[src/rtl/core/ats_pkg.sv]
// Shared types and constants for the alarm table with snooze.
package ats_pkg;

    // Field widths
    localparam int KIND_W   = 3;
    localparam int MIN_W    = 11;
    localparam int WDAY_W   = 3;
    localparam int SLOT_W   = 4;
    localparam int REP_W    = 7;
    localparam int METH_W   = 8;
    localparam int ALARM_W  = 5;
    localparam int STEP_W   = 9;
    localparam int SNZ_W    = 4;
    localparam int DMASK_W  = 8;

    // Highest number of slots the slot field can reach
    localparam int SLOTS    = 2 ** SLOT_W;

    // Stream payload widths (whole bytes)
    localparam int IN_W     = 48;
    localparam int OUT_W    = 24;

    // Timing constants
    localparam logic [STEP_W-1:0] RING_LIMIT     = 9'd300;
    localparam logic [SNZ_W-1:0]  SNOOZE_MINUTES = 4'd9;
    localparam logic [STEP_W-1:0] SNOOZE_SAT     = 9'd8;

    // Item kinds carried in tuser
    typedef enum logic [KIND_W-1:0] {
        KIND_TICK    = 3'd0,
        KIND_DISMISS = 3'd1,
        KIND_SNOOZE  = 3'd2,
        KIND_WRITE   = 3'd3,
        KIND_SET_EN  = 3'd4,
        KIND_READ    = 3'd5
    } t_kind;

    // Input tdata layout, lowest field last
    typedef struct packed {
        logic [2:0]        pad;
        logic [METH_W-1:0] entry_method;
        logic [REP_W-1:0]  entry_repeat;
        logic              entry_enabled;
        logic [MIN_W-1:0]  entry_time;
        logic [SLOT_W-1:0] slot;
        logic [WDAY_W-1:0] weekday;
        logic [MIN_W-1:0]  time_min;
    } t_in_data;

    // Output tdata layout, lowest field last
    typedef struct packed {
        logic               pad;
        logic               changed;
        logic [METH_W-1:0]  active_method;
        logic [STEP_W-1:0]  ring_step;
        logic [ALARM_W-1:0] active_alarm;
    } t_out_data;

    // Stored part of one table entry
    typedef struct packed {
        logic [MIN_W-1:0]  time_min;
        logic [REP_W-1:0]  repeat_mask;
        logic [METH_W-1:0] method;
    } t_entry;

    // Entry as read back for a scan
    typedef struct packed {
        logic   enabled;
        t_entry data;
    } t_entry_rd;

    // Table write request from the sequencer
    typedef struct packed {
        logic   wr_entry;
        logic   set_en;
        logic   en_val;
        t_entry data;
    } t_tbl_req;

endpackage

[src/rtl/core/alarm_table_with_snooze_unit.sv]
// Sequence: a tick that scans the table passes through ST_SCAN, ST_DRAIN and ST_FINISH
// before its result is registered; every other item goes straight to ST_FINISH.
// Throughput: one item at a time; a scanning tick holds the block while the single
// compare unit steps through the table one entry per cycle.
// Reset: synchronous, active low; clears status, the output valid flag and all table
// valid/enable bits, so the block is ready right after reset.
module alarm_table_with_snooze_unit #(
    parameter int ALARMS = 16
) (
    input  logic                        i_clk,
    input  logic                        i_rst_n,
    input  logic                        s_tvalid,
    output logic                        s_tready,
    // time_min[10:0], weekday[13:11], slot[17:14], entry_time[28:18],
    // entry_enabled[29], entry_repeat[36:30], entry_method[44:37], zero[47:45]
    input  logic [ats_pkg::IN_W-1:0]    s_tdata,
    // kind[2:0]
    input  logic [ats_pkg::KIND_W-1:0]  s_tuser,
    output logic                        m_tvalid,
    input  logic                        m_tready,
    // active_alarm[4:0], ring_step[13:5], active_method[21:14], changed[22], zero[23]
    output logic [ats_pkg::OUT_W-1:0]   m_tdata
);
    import ats_pkg::*;

    // Slots beyond the slot field's reach can never be written, so are not stored
    localparam int DEPTH = (ALARMS < SLOTS) ? ALARMS : SLOTS;
    localparam int IW    = (DEPTH > 1) ? $clog2(DEPTH) : 1;
    localparam int ACT_W = $clog2(DEPTH + 1);
    localparam logic [IW-1:0] LAST_ADDR = IW'(DEPTH - 1);

    typedef enum logic [3:0] {
        ST_IDLE   = 4'b0001,
        ST_SCAN   = 4'b0010,
        ST_DRAIN  = 4'b0100,
        ST_FINISH = 4'b1000
    } t_state;

    t_state              r_state, n_state;
    t_kind               r_kind, n_kind;
    logic [ACT_W-1:0]    r_act, n_act;
    logic [STEP_W-1:0]   r_step, n_step;
    logic [SNZ_W-1:0]    r_snooze, n_snooze;
    logic                r_change, n_change;
    logic [MIN_W-1:0]    r_last, n_last;
    logic [METH_W-1:0]   r_meth, n_meth;
    logic [MIN_W-1:0]    r_now, n_now;
    logic [DMASK_W-1:0]  r_daymask, n_daymask;
    logic [IW-1:0]       r_addr, n_addr;
    logic                r_rd_vld;
    logic [IW-1:0]       r_rd_idx;
    logic                r_m_valid, n_m_valid;
    t_out_data           r_m_data, n_m_data;

    t_in_data            in_d;
    t_kind               in_kind;
    logic                accept;
    logic                slot_ok;
    t_tbl_req            tbl_req;
    t_entry_rd           rd_entry;
    logic                rd_en;
    logic                hit;

    assign in_d    = t_in_data'(s_tdata);
    assign in_kind = t_kind'(s_tuser);
    assign slot_ok = ({1'b0, in_d.slot} < (SLOT_W + 1)'(DEPTH));

    // Take a new item only when idle and the output register is free or draining
    assign s_tready = (r_state == ST_IDLE) && (!r_m_valid || m_tready);
    assign accept   = s_tvalid && s_tready;
    assign rd_en    = (r_state == ST_SCAN);

    ats_table #(
        .DEPTH (DEPTH),
        .IW    (IW)
    ) u_table (
        .i_clk     (i_clk),
        .i_rst_n   (i_rst_n),
        .i_req     (tbl_req),
        .i_wr_addr (IW'(in_d.slot)),
        .i_rd_en   (rd_en),
        .i_rd_addr (r_addr),
        .o_rd      (rd_entry)
    );

    ats_match u_match (
        .i_entry   (rd_entry),
        .i_now     (r_now),
        .i_daymask (r_daymask),
        .o_hit     (hit)
    );

    // Sequencer and status update
    always_comb begin
        n_state   = r_state;
        n_kind    = r_kind;
        n_act     = r_act;
        n_step    = r_step;
        n_snooze  = r_snooze;
        n_change  = r_change;
        n_last    = r_last;
        n_meth    = r_meth;
        n_now     = r_now;
        n_daymask = r_daymask;
        n_addr    = r_addr;
        n_m_valid = r_m_valid;
        n_m_data  = r_m_data;

        tbl_req                  = '0;
        tbl_req.en_val           = in_d.entry_enabled;
        tbl_req.data.time_min    = in_d.entry_time;
        tbl_req.data.repeat_mask = in_d.entry_repeat;
        tbl_req.data.method      = in_d.entry_method;

        if (r_m_valid && m_tready) begin
            n_m_valid = 1'b0;
        end

        unique case (r_state)
            ST_IDLE: begin
                if (accept) begin
                    n_kind  = in_kind;
                    n_state = ST_FINISH;
                    unique case (in_kind)
                        KIND_TICK: begin
                            if (in_d.time_min != r_last) begin
                                n_last = in_d.time_min;
                                if (r_snooze != '0) begin
                                    n_snooze = r_snooze - 1'b1;
                                    if (r_snooze == SNZ_W'(1)) begin
                                        n_change = 1'b1;
                                        n_step   = STEP_W'(1);
                                    end
                                end else if (r_act == '0) begin
                                    n_now     = in_d.time_min;
                                    n_daymask = DMASK_W'(1) << in_d.weekday;
                                    n_addr    = '0;
                                    n_state   = ST_SCAN;
                                end else begin
                                    if (r_step > RING_LIMIT) begin
                                        n_act  = '0;
                                        n_step = '0;
                                    end else begin
                                        n_step = r_step + 1'b1;
                                    end
                                    n_change = 1'b1;
                                end
                            end
                        end
                        KIND_DISMISS: begin
                            n_act    = '0;
                            n_step   = '0;
                            n_change = 1'b1;
                        end
                        KIND_SNOOZE: begin
                            n_snooze = (r_step >= SNOOZE_SAT) ? SNZ_W'(1)
                                     : SNOOZE_MINUTES - r_step[SNZ_W-1:0];
                            n_step   = '0;
                            n_change = 1'b1;
                        end
                        KIND_WRITE: begin
                            if (slot_ok) begin
                                tbl_req.wr_entry = 1'b1;
                                // Rewriting the ringing entry updates its reported method
                                if (r_act != '0
                                    && r_act == ACT_W'({1'b0, in_d.slot} + 5'd1)) begin
                                    n_meth = in_d.entry_method;
                                end
                            end
                        end
                        KIND_SET_EN: begin
                            tbl_req.set_en = slot_ok;
                        end
                        default: begin
                        end
                    endcase
                end
            end
            ST_SCAN: begin
                n_addr = r_addr + 1'b1;
                if (r_addr == LAST_ADDR) begin
                    n_state = ST_DRAIN;
                end
            end
            ST_DRAIN: begin
                n_state = ST_FINISH;
            end
            ST_FINISH: begin
                n_m_valid              = 1'b1;
                n_m_data.pad           = 1'b0;
                n_m_data.changed       = r_change;
                n_m_data.active_alarm  = ALARM_W'(r_act);
                n_m_data.ring_step     = (r_act != '0) ? r_step : '0;
                n_m_data.active_method = (r_act != '0) ? r_meth : '0;
                if (r_kind == KIND_READ) begin
                    n_change = 1'b0;
                end
                n_state = ST_IDLE;
            end
            default: begin
                n_state = ST_IDLE;
            end
        endcase

        // Scan result: later matches overwrite earlier ones
        if (r_rd_vld && hit) begin
            n_act    = ACT_W'({1'b0, r_rd_idx} + 1'b1);
            n_step   = STEP_W'(1);
            n_snooze = '0;
            n_change = 1'b1;
            n_meth   = rd_entry.data.method;
        end
    end

    // Control and status registers
    always_ff @(posedge i_clk) begin
        if (!i_rst_n) begin
            r_state   <= ST_IDLE;
            r_kind    <= KIND_TICK;
            r_act     <= '0;
            r_step    <= '0;
            r_snooze  <= '0;
            r_change  <= 1'b0;
            r_last    <= '0;
            r_meth    <= '0;
            r_rd_vld  <= 1'b0;
            r_m_valid <= 1'b0;
        end else begin
            r_state   <= n_state;
            r_kind    <= n_kind;
            r_act     <= n_act;
            r_step    <= n_step;
            r_snooze  <= n_snooze;
            r_change  <= n_change;
            r_last    <= n_last;
            r_meth    <= n_meth;
            r_rd_vld  <= rd_en;
            r_m_valid <= n_m_valid;
        end
    end

    // Scan context and output payload
    always_ff @(posedge i_clk) begin
        r_now     <= n_now;
        r_daymask <= n_daymask;
        r_addr    <= n_addr;
        r_rd_idx  <= r_addr;
        r_m_data  <= n_m_data;
    end

    assign m_tvalid = r_m_valid;
    assign m_tdata  = OUT_W'(r_m_data);

endmodule

[src/rtl/core/ats_table.sv]
// Alarm table: entry memory with registered read, per-entry valid and enable bits.
module ats_table #(
    parameter int DEPTH = 16,
    parameter int IW    = 4
) (
    input  logic               i_clk,
    input  logic               i_rst_n,
    input  ats_pkg::t_tbl_req  i_req,
    input  logic [IW-1:0]      i_wr_addr,
    input  logic               i_rd_en,
    input  logic [IW-1:0]      i_rd_addr,
    output ats_pkg::t_entry_rd o_rd
);
    import ats_pkg::*;

    t_entry           r_mem [DEPTH];
    logic [DEPTH-1:0] r_valid;
    logic [DEPTH-1:0] r_enable;
    t_entry_rd        r_rd;

    // Entry storage, no reset; unwritten entries masked by valid bit
    always_ff @(posedge i_clk) begin
        if (i_req.wr_entry) begin
            r_mem[i_wr_addr] <= i_req.data;
        end
    end

    // Valid and enable bits, cleared at reset
    always_ff @(posedge i_clk) begin
        if (!i_rst_n) begin
            r_valid  <= '0;
            r_enable <= '0;
        end else begin
            if (i_req.wr_entry) begin
                r_valid[i_wr_addr]  <= 1'b1;
                r_enable[i_wr_addr] <= i_req.en_val;
            end else if (i_req.set_en) begin
                r_enable[i_wr_addr] <= i_req.en_val;
            end
        end
    end

    // Registered scan read
    always_ff @(posedge i_clk) begin
        if (i_rd_en) begin
            r_rd.enabled <= r_enable[i_rd_addr];
            r_rd.data    <= r_valid[i_rd_addr] ? r_mem[i_rd_addr] : '0;
        end
    end

    assign o_rd = r_rd;

endmodule

[src/rtl/core/ats_match.sv]
// Compare unit: tests one table entry against the current minute and weekday.
module ats_match (
    input  ats_pkg::t_entry_rd             i_entry,
    input  logic [ats_pkg::MIN_W-1:0]      i_now,
    input  logic [ats_pkg::DMASK_W-1:0]    i_daymask,
    output logic                           o_hit
);
    import ats_pkg::*;

    logic day_ok;

    // Zero repeat mask fires every day; weekday seven matches no mask bit
    assign day_ok = (i_entry.data.repeat_mask == '0)
                 || (({1'b0, i_entry.data.repeat_mask} & i_daymask) != '0);

    assign o_hit = i_entry.enabled && day_ok && (i_entry.data.time_min == i_now);

endmodule

[config.mk]
export PLATFORM = sky130hd
export DESIGN_NAME = alarm_table_with_snooze_unit
export DESIGN_NICKNAME = d
export VERILOG_FILES = /design/src/rtl/core/ats_pkg.sv /design/src/rtl/core/alarm_table_with_snooze_unit.sv /design/src/rtl/core/ats_table.sv /design/src/rtl/core/ats_match.sv
export SDC_FILE = /design/constraint.sdc
export NUM_CORES = 1
export LEC_CHECK = 0
export ABC_AREA = 1
export BUFFER_PORTS_ARGS = -buffer_cell sky130_fd_sc_hd__buf_4
export CAP_MARGIN = 20
export CORE_AREA = 2 2 294 296
export DETAILED_ROUTE_END_ITERATION = 16
export DIE_AREA = 0 0 296 298
export GPL_TIMING_DRIVEN = 0
export PLACE_DENSITY = 0.54
export SLEW_MARGIN = 10
export SYNTH_ARGS = -nofsm -noshare
export SYNTH_HDL_FRONTEND = slang
export SYNTH_HIERARCHICAL = 1
export SYNTH_SLANG_ARGS = --single-unit
export TNS_END_PERCENT = 100
[constraint.sdc]
create_clock -name i_clk -period 10.1 [get_ports i_clk]
set_input_delay 0.505 -clock i_clk [delete_from_list [all_inputs] [get_ports i_clk]]
set_output_delay 0.505 -clock i_clk [all_outputs]
set_load 0.02 [all_outputs]
==> results.toml, run 1 <==
[power_and_ir_drop]
p_leak_nw = 12.67
cellPowerDensity_nw_per_um2 = 232.9
ir_drop_mv = 0.1404

[floorplanning]
die_area_um2 = 88210
start_util = 0.2983
fp.dieH_um = 298
pin_count = 81
dieWidth_um = 296
core_um2 = 84880
rows = 107

[placed_design]
place_inst = 3880
post-place-ws_ps = 7259
gp_congestion = 0.8086
io_buffers = 76
place_hpwl_um = 50640

[sta]
worst_pin_slew_ps = 1141
final.min_clock_period_ps = 2878
drv_slew = 0
max_slew_margin = 0.2394
hold_violations = 0
whs_ps = 92.51
grt_setup_unrepaired = "no"
setup-tns-final_ps = 0
clock.fmax_ghz = 0.3475
setup_viol = 0
setup_slack_ps = 7222
skew_ps = 25.45
min_period_over_period = 0.2850

[drt]
final_antenna_net_count = 0
routed_wl_um = 75560
vias = 18230
first_pass_iters = 5
avgRoutedWirePerCell_um = 18.92
drc_errors = 0
drt-initial-drc-count = 1760
drt-vias-per-instance = 4.564

[global_route]
grt_start_max_net_pins = 27
grt_pass1_vias = 17100
grt_pass1_wl_um = 110600
antenna_found_initial = 1
grt_remaining_overflow = 0
groute.usage.overall = 0.1702

[worst_setup_path]
cp.required_ps = 10590
cp-end-kind = "register"
cp.arrival_ps = 3370
path_class = "register to register"
worstPathMaxFanout = 10
startpoint_type = "register"
r2r_slack_ps = 7220

[status]
outcome = "complete, no violations"

[clock_network]
post_cts_resized = 0
postCtsSetupBuffers = 0
clk_latency_ps = 640
clkSinkCount = 571
cts_root_buf = "clkbuf_16"
htree_levels = 2
cts_inserted_buffers = 61
tritoncts = "done"
clkTransAtPathRegs_ps = 60
clock_path_buffers = 3
cts_hold_buf = 0

[layout]
diodes = 0
syn_to_final_growth_pct = 16.78
nFillCells = 8564
layout.nets = 2863
finalNonFillerCells = 3994
drive_gt1_frac = 0.1140

[yosys]
yosys_warnings = 6
synth_area_per_cell_um2 = 9.590
syn-cell-area_um2 = 25320
syn_inst = 2640
syn_nets = 2704

[hold_path]
worst_hold_path_type = "input pin to register"

[flow_run]
cap_violations = 0
[final cells by class]
type / count / area (µm²) / share of cell area
multi-input cells: 1462 / 6511 / 0.2202
clock inverters: 40 / 262.8 / 0.008887
repair buffers: 96 / 958.4 / 0.03242
plain buffers: 116 / 655.6 / 0.02218
clock buffers: 74 / 1585 / 0.05362
inverters: 491 / 1846 / 0.06242
well taps: 1144 / 1431 / 0.04841
flip-flops and latches: 571 / 16320 / 0.5518
[per-stage QoR]
stage	utilization	power, W	instance area [µm²]
2_1_floorplan	-	0.003942	25320
3_3_place_gp	0.3219	0.004772	27320
3_5_place_dp	0.3266	0.004790	27720
4_1_cts	0.3483	0.006904	29570
5_1_grt	0.3483	0.007178	29570
6_report	0.3483	0.006885	29570
[final timing paths]
path	endpoint	depth (start not counted)	from
max reg2reg	u_table/o_rd[16]	6	r_addr[3]
min reg2reg	m_tdata[22]	0	r_change
min	r_now[8]	1	s_tdata[8]
max	u_table/o_rd[16]	6	r_addr[3]
[flip-flops by register name (all words and copies together), names as in the netlist, 4 cells and up]
| register | count |
|---|---|
| r_snooze | 4 |
| r_step | 9 |
| m_tdata | 23 |
| r_state | 4 |
| r_meth | 8 |
| r_last | 11 |
| u_table/r_enable | 16 |
| u_table/r_valid | 16 |
| u_table/r_mem | 416 |
| r_now | 11 |
| r_rd_idx | 4 |
| u_table/o_rd | 27 |
| r_addr | 4 |
| r_daymask | 7 |
| r_act | 5 |
[critical path, stage by stage (launching register included)]
cell	delay (ps)
edfxtp_1	480
clkbuf_1	700
clkbuf_1	910
nand3_1	240
nand2_1	240
nand2_1	90
inv_1	60
[routing by layer]
layer,vias to the layer above,part of all wire,GRT usage
li1,8787,-,-
met5,-,0.00017,0
met3,131,0.082,0.03088
met4,2,0.026,0.04894
met2,662,0.45,0.2713
met1,8645,0.44,0.2360
[layout by cell type, fill, tap and decap left out, drive strengths merged]
master and instances:
nor2 101, clkinv 35, inv 493, conb 1, clkbuf 90, o211ai 2, xor2 6, nand3b 10
xnor2 10, a211o 1, ha 9, nand2 782, buf 196, o21ai 47, o31ai 1, a21oi 80
edfxtp 488, bufinv 3, and3 1, nor3 17, or2 5, and2 1, a31oi 2, o21bai 1
a211oi 2, nand3 381, nor3b 2, dfxtp 83
[where the power goes]
group / total, W / internal, W / switching [W]
sequential: 0.00267 / 0.00264 / 0.0000332
clock: 0.00211 / 0.00118 / 0.000928
combinational: 0.00210 / 0.000569 / 0.00153
Power figures use the tool's default switching activity.
==> run 2: changes to the inputs <==
--- a/config.mk
+++ b/config.mk
@@ -12,7 +12,7 @@
 export DETAILED_ROUTE_END_ITERATION = 16
 export DIE_AREA = 0 0 296 298
 export GPL_TIMING_DRIVEN = 0
-export PLACE_DENSITY = 0.54
+export PLACE_DENSITY = 0.56
 export SLEW_MARGIN = 10
 export SYNTH_ARGS = -nofsm -noshare
 export SYNTH_HDL_FRONTEND = slang
==> constraint.sdc (replaced) <==
create_clock -name i_clk -period 2.5 [get_ports i_clk]
set_input_delay 0.125 -clock i_clk [delete_from_list [all_inputs] [get_ports i_clk]]
set_output_delay 0.125 -clock i_clk [all_outputs]
set_load 0.02 [all_outputs]
==> run 2 against run 1 <==
Non-clock buffer count rose by 62. Power rose to 4.1 times the previous value. Worst setup slack got worse by 7200 ps.
==> results.toml, run 2 (synthesis gave the netlist of run 1 again) <==
[status]
outcome = "complete, no violations"

[sta]
setup_slack_ps = 68.67
worst_pin_slew_ps = 938.3
clock.fmax_ghz = 0.4113
skew_ps = 26.41
setup-tns-final_ps = 0
max_slew_margin = 0.3738
final.min_clock_period_ps = 2431
setup_viol = 0
hold_violations = 0
min_period_over_period = 0.9725
drv_slew = 0

[power_and_ir_drop]
cellPowerDensity_nw_per_um2 = 922.5
combPwrFrac = 0.305
clkPwrFrac = 0.312
p_int_w = 0.01818
switching_share = 0.3557
seqPwrFrac = 0.383
ir_drop_mv = 0.5555
p_sw_w = 0.01004
p_leak_nw = 13.09

[hold_path]
holdCritStartpoint = "s_tvalid"
worst_hold_path_type = "input pin to register"
min_to = "r_kind[1]"
holdPathStages = 5

[floorplanning]
fp.dieH_um = 298
pin_count = 81
die_area_um2 = 88210
rows = 107
core_um2 = 84880
dieWidth_um = 296
start_util = 0.2983

[clock_network]
clk_latency_ps = 630
clkTransAtPathRegs_ps = 60
cts_root_buf = "clkbuf_16"
clock_path_buffers = 3
htree_levels = 2
tritoncts = "done"
cts_inserted_buffers = 61
clkSinkCount = 571

[global_route]
groute.usage.overall = 0.1696
grt_pass1_vias = 17660
grt_pass1_wl_um = 111000
grt_start_max_net_pins = 24
grt_remaining_overflow = 0
antenna_found_initial = 1

[drt]
routed_wl_um = 74950
drt-initial-drc-count = 1838
first_pass_iters = 5
drt-vias-per-instance = 4.567
avgRoutedWirePerCell_um = 18.48
vias = 18520
final_antenna_net_count = 0
drc_errors = 0

[placed_design]
place_hpwl_um = 50410
post-place-ws_ps = -345.8
io_buffers = 76
gp_congestion = 0.8282

[layout]
layout.nets = 2925
layout_common_cells = "769 x nand2_1, 488 x edfxtp_1, 461 x inv_1, 377 x nand3_1, 105 x buf_4"
syn_to_final_growth_pct = 20.84
multi_input_area_um2 = 6538
drive_gt1_frac = 0.1230
diodes = 0
seq_area_um2 = 16320
nFillCells = 8456
top_register = "u_table/r_mem"
final_common_cell = "nand2_1"
fin_util = 0.3604
largest_register_ff_count = 416

[worst_setup_path]
startpoint_type = "register"
timing.rr.start = "r_addr[2]"
cpPeakStageDelay_ps = 580
cp_slowest_cell = "clkdlybuf4s15_2"
cp.required_ps = 2870
cp-end-kind = "register"
rr_endpoint = "u_table/o_rd[15]"
cp.arrival_ps = 2810
path_class = "register to register"
path_cells = "inv_1 -> buf_2 -> clkdlybuf4s15_2 -> nand3_1 -> nand3_1 -> nand2_1 -> nand2_1 -> inv_1"
r2r_slack_ps = 70
reg2regPathDepth = 8
worstPathMaxFanout = 10

[flow_run]
cap_violations = 0
[run 2: cell types whose count changed in the layout (fill, tap and decap cells not counted), sizes merged]
cell / before / now
inv: 493 / 485
dlygate4sd3: 0 / 54
clkbuf: 90 / 106
clkdlybuf4s15: 0 / 3
clkinv: 35 / 27
bufinv: 3 / 6
clkinvlp: 0 / 2
buf: 196 / 195
[run 2: how the worst max path moves through the flow]
| stage | start | depth (start not counted) | slack, ps | to |
|---|---|---|---|---|
| floorplan | r_state[2] | 5 | -70 | r_addr[0] |
| detailed placement | r_state[2] | 12 | -350 | u_table/r_mem[13][15] |
| global placement | r_state[2] | 8 | -1050 | r_state[1] |
| global route | r_state[3] | 11 | -2 | u_table/r_mem[0][6] |
| finish | r_addr[2] | 8 | 70 | u_table/o_rd[15] |
| CTS | r_state[3] | 11 | 1 | u_table/r_mem[0][21] |
[run 2: cell type report]
class                   count  area share
multi-input cells        1462      0.2137
well taps                1144     0.04679
inverters                 491     0.06278
clock buffers              84     0.05505
flip-flops and latches    571      0.5333
plain buffers             116     0.02294
repair buffers            158     0.05710
clock inverters            29    0.008303
[run 2: power by group through the flow]
stage | clock network, W | logic [W] | registers (W)
final | 0.00880 | 0.00862 | 0.0108
after global routing | 0.00933 | 0.00927 | 0.0108
after CTS | 0.00899 | 0.00845 | 0.0108
after detailed placement | 0 | 0.00832 | 0.0110
after global placement | 0 | 0.00823 | 0.0110
after floorplan | 0 | 0.00493 | 0.0110
[run 2: layer usage]
layer	wire, µm	vias up	global-route usage
li1	-	8910	-
met1	31990	8817	0.2293
met2	34650	660	0.2776
met3	6212	132	0.02805
met4	2075	2	0.05243
met5	13	-	0
[run 2: worst max-delay path: cells and delay by family, from the launching register on]
family | cells | cell delay (ps)
buffers and inverters | 4 | 1100
DFF | 1 | 500
and+or+nand+nor | 4 | 550
[run 2: timing repair]
action | 4_1_cts | 5_1_grt
endpoints found under the hold margin | 480 | 0
pin swaps | 0 | 1
setup endpoints to repair | 307 | 318
buffers inserted | 6 | 4
resized for setup | 38 | 24
hold buffers | 54 | 0
gates cloned | 0 | 0
[run 2: metrics by stage]
stage | std cells | area [µm²] | total power (W) | hold slack [ps]
2_1_floorplan | 2640 | 25330 | 0.01593 | 223.9
3_3_place_gp | 3860 | 27330 | 0.01924 | 338.9
3_5_place_dp | 3878 | 27790 | 0.01932 | 335.7
4_1_cts | 4051 | 30500 | 0.02825 | 34.37
5_1_grt | 4055 | 30590 | 0.02942 | 71.66
6_report | 4055 | 30590 | 0.02822 | 67.98
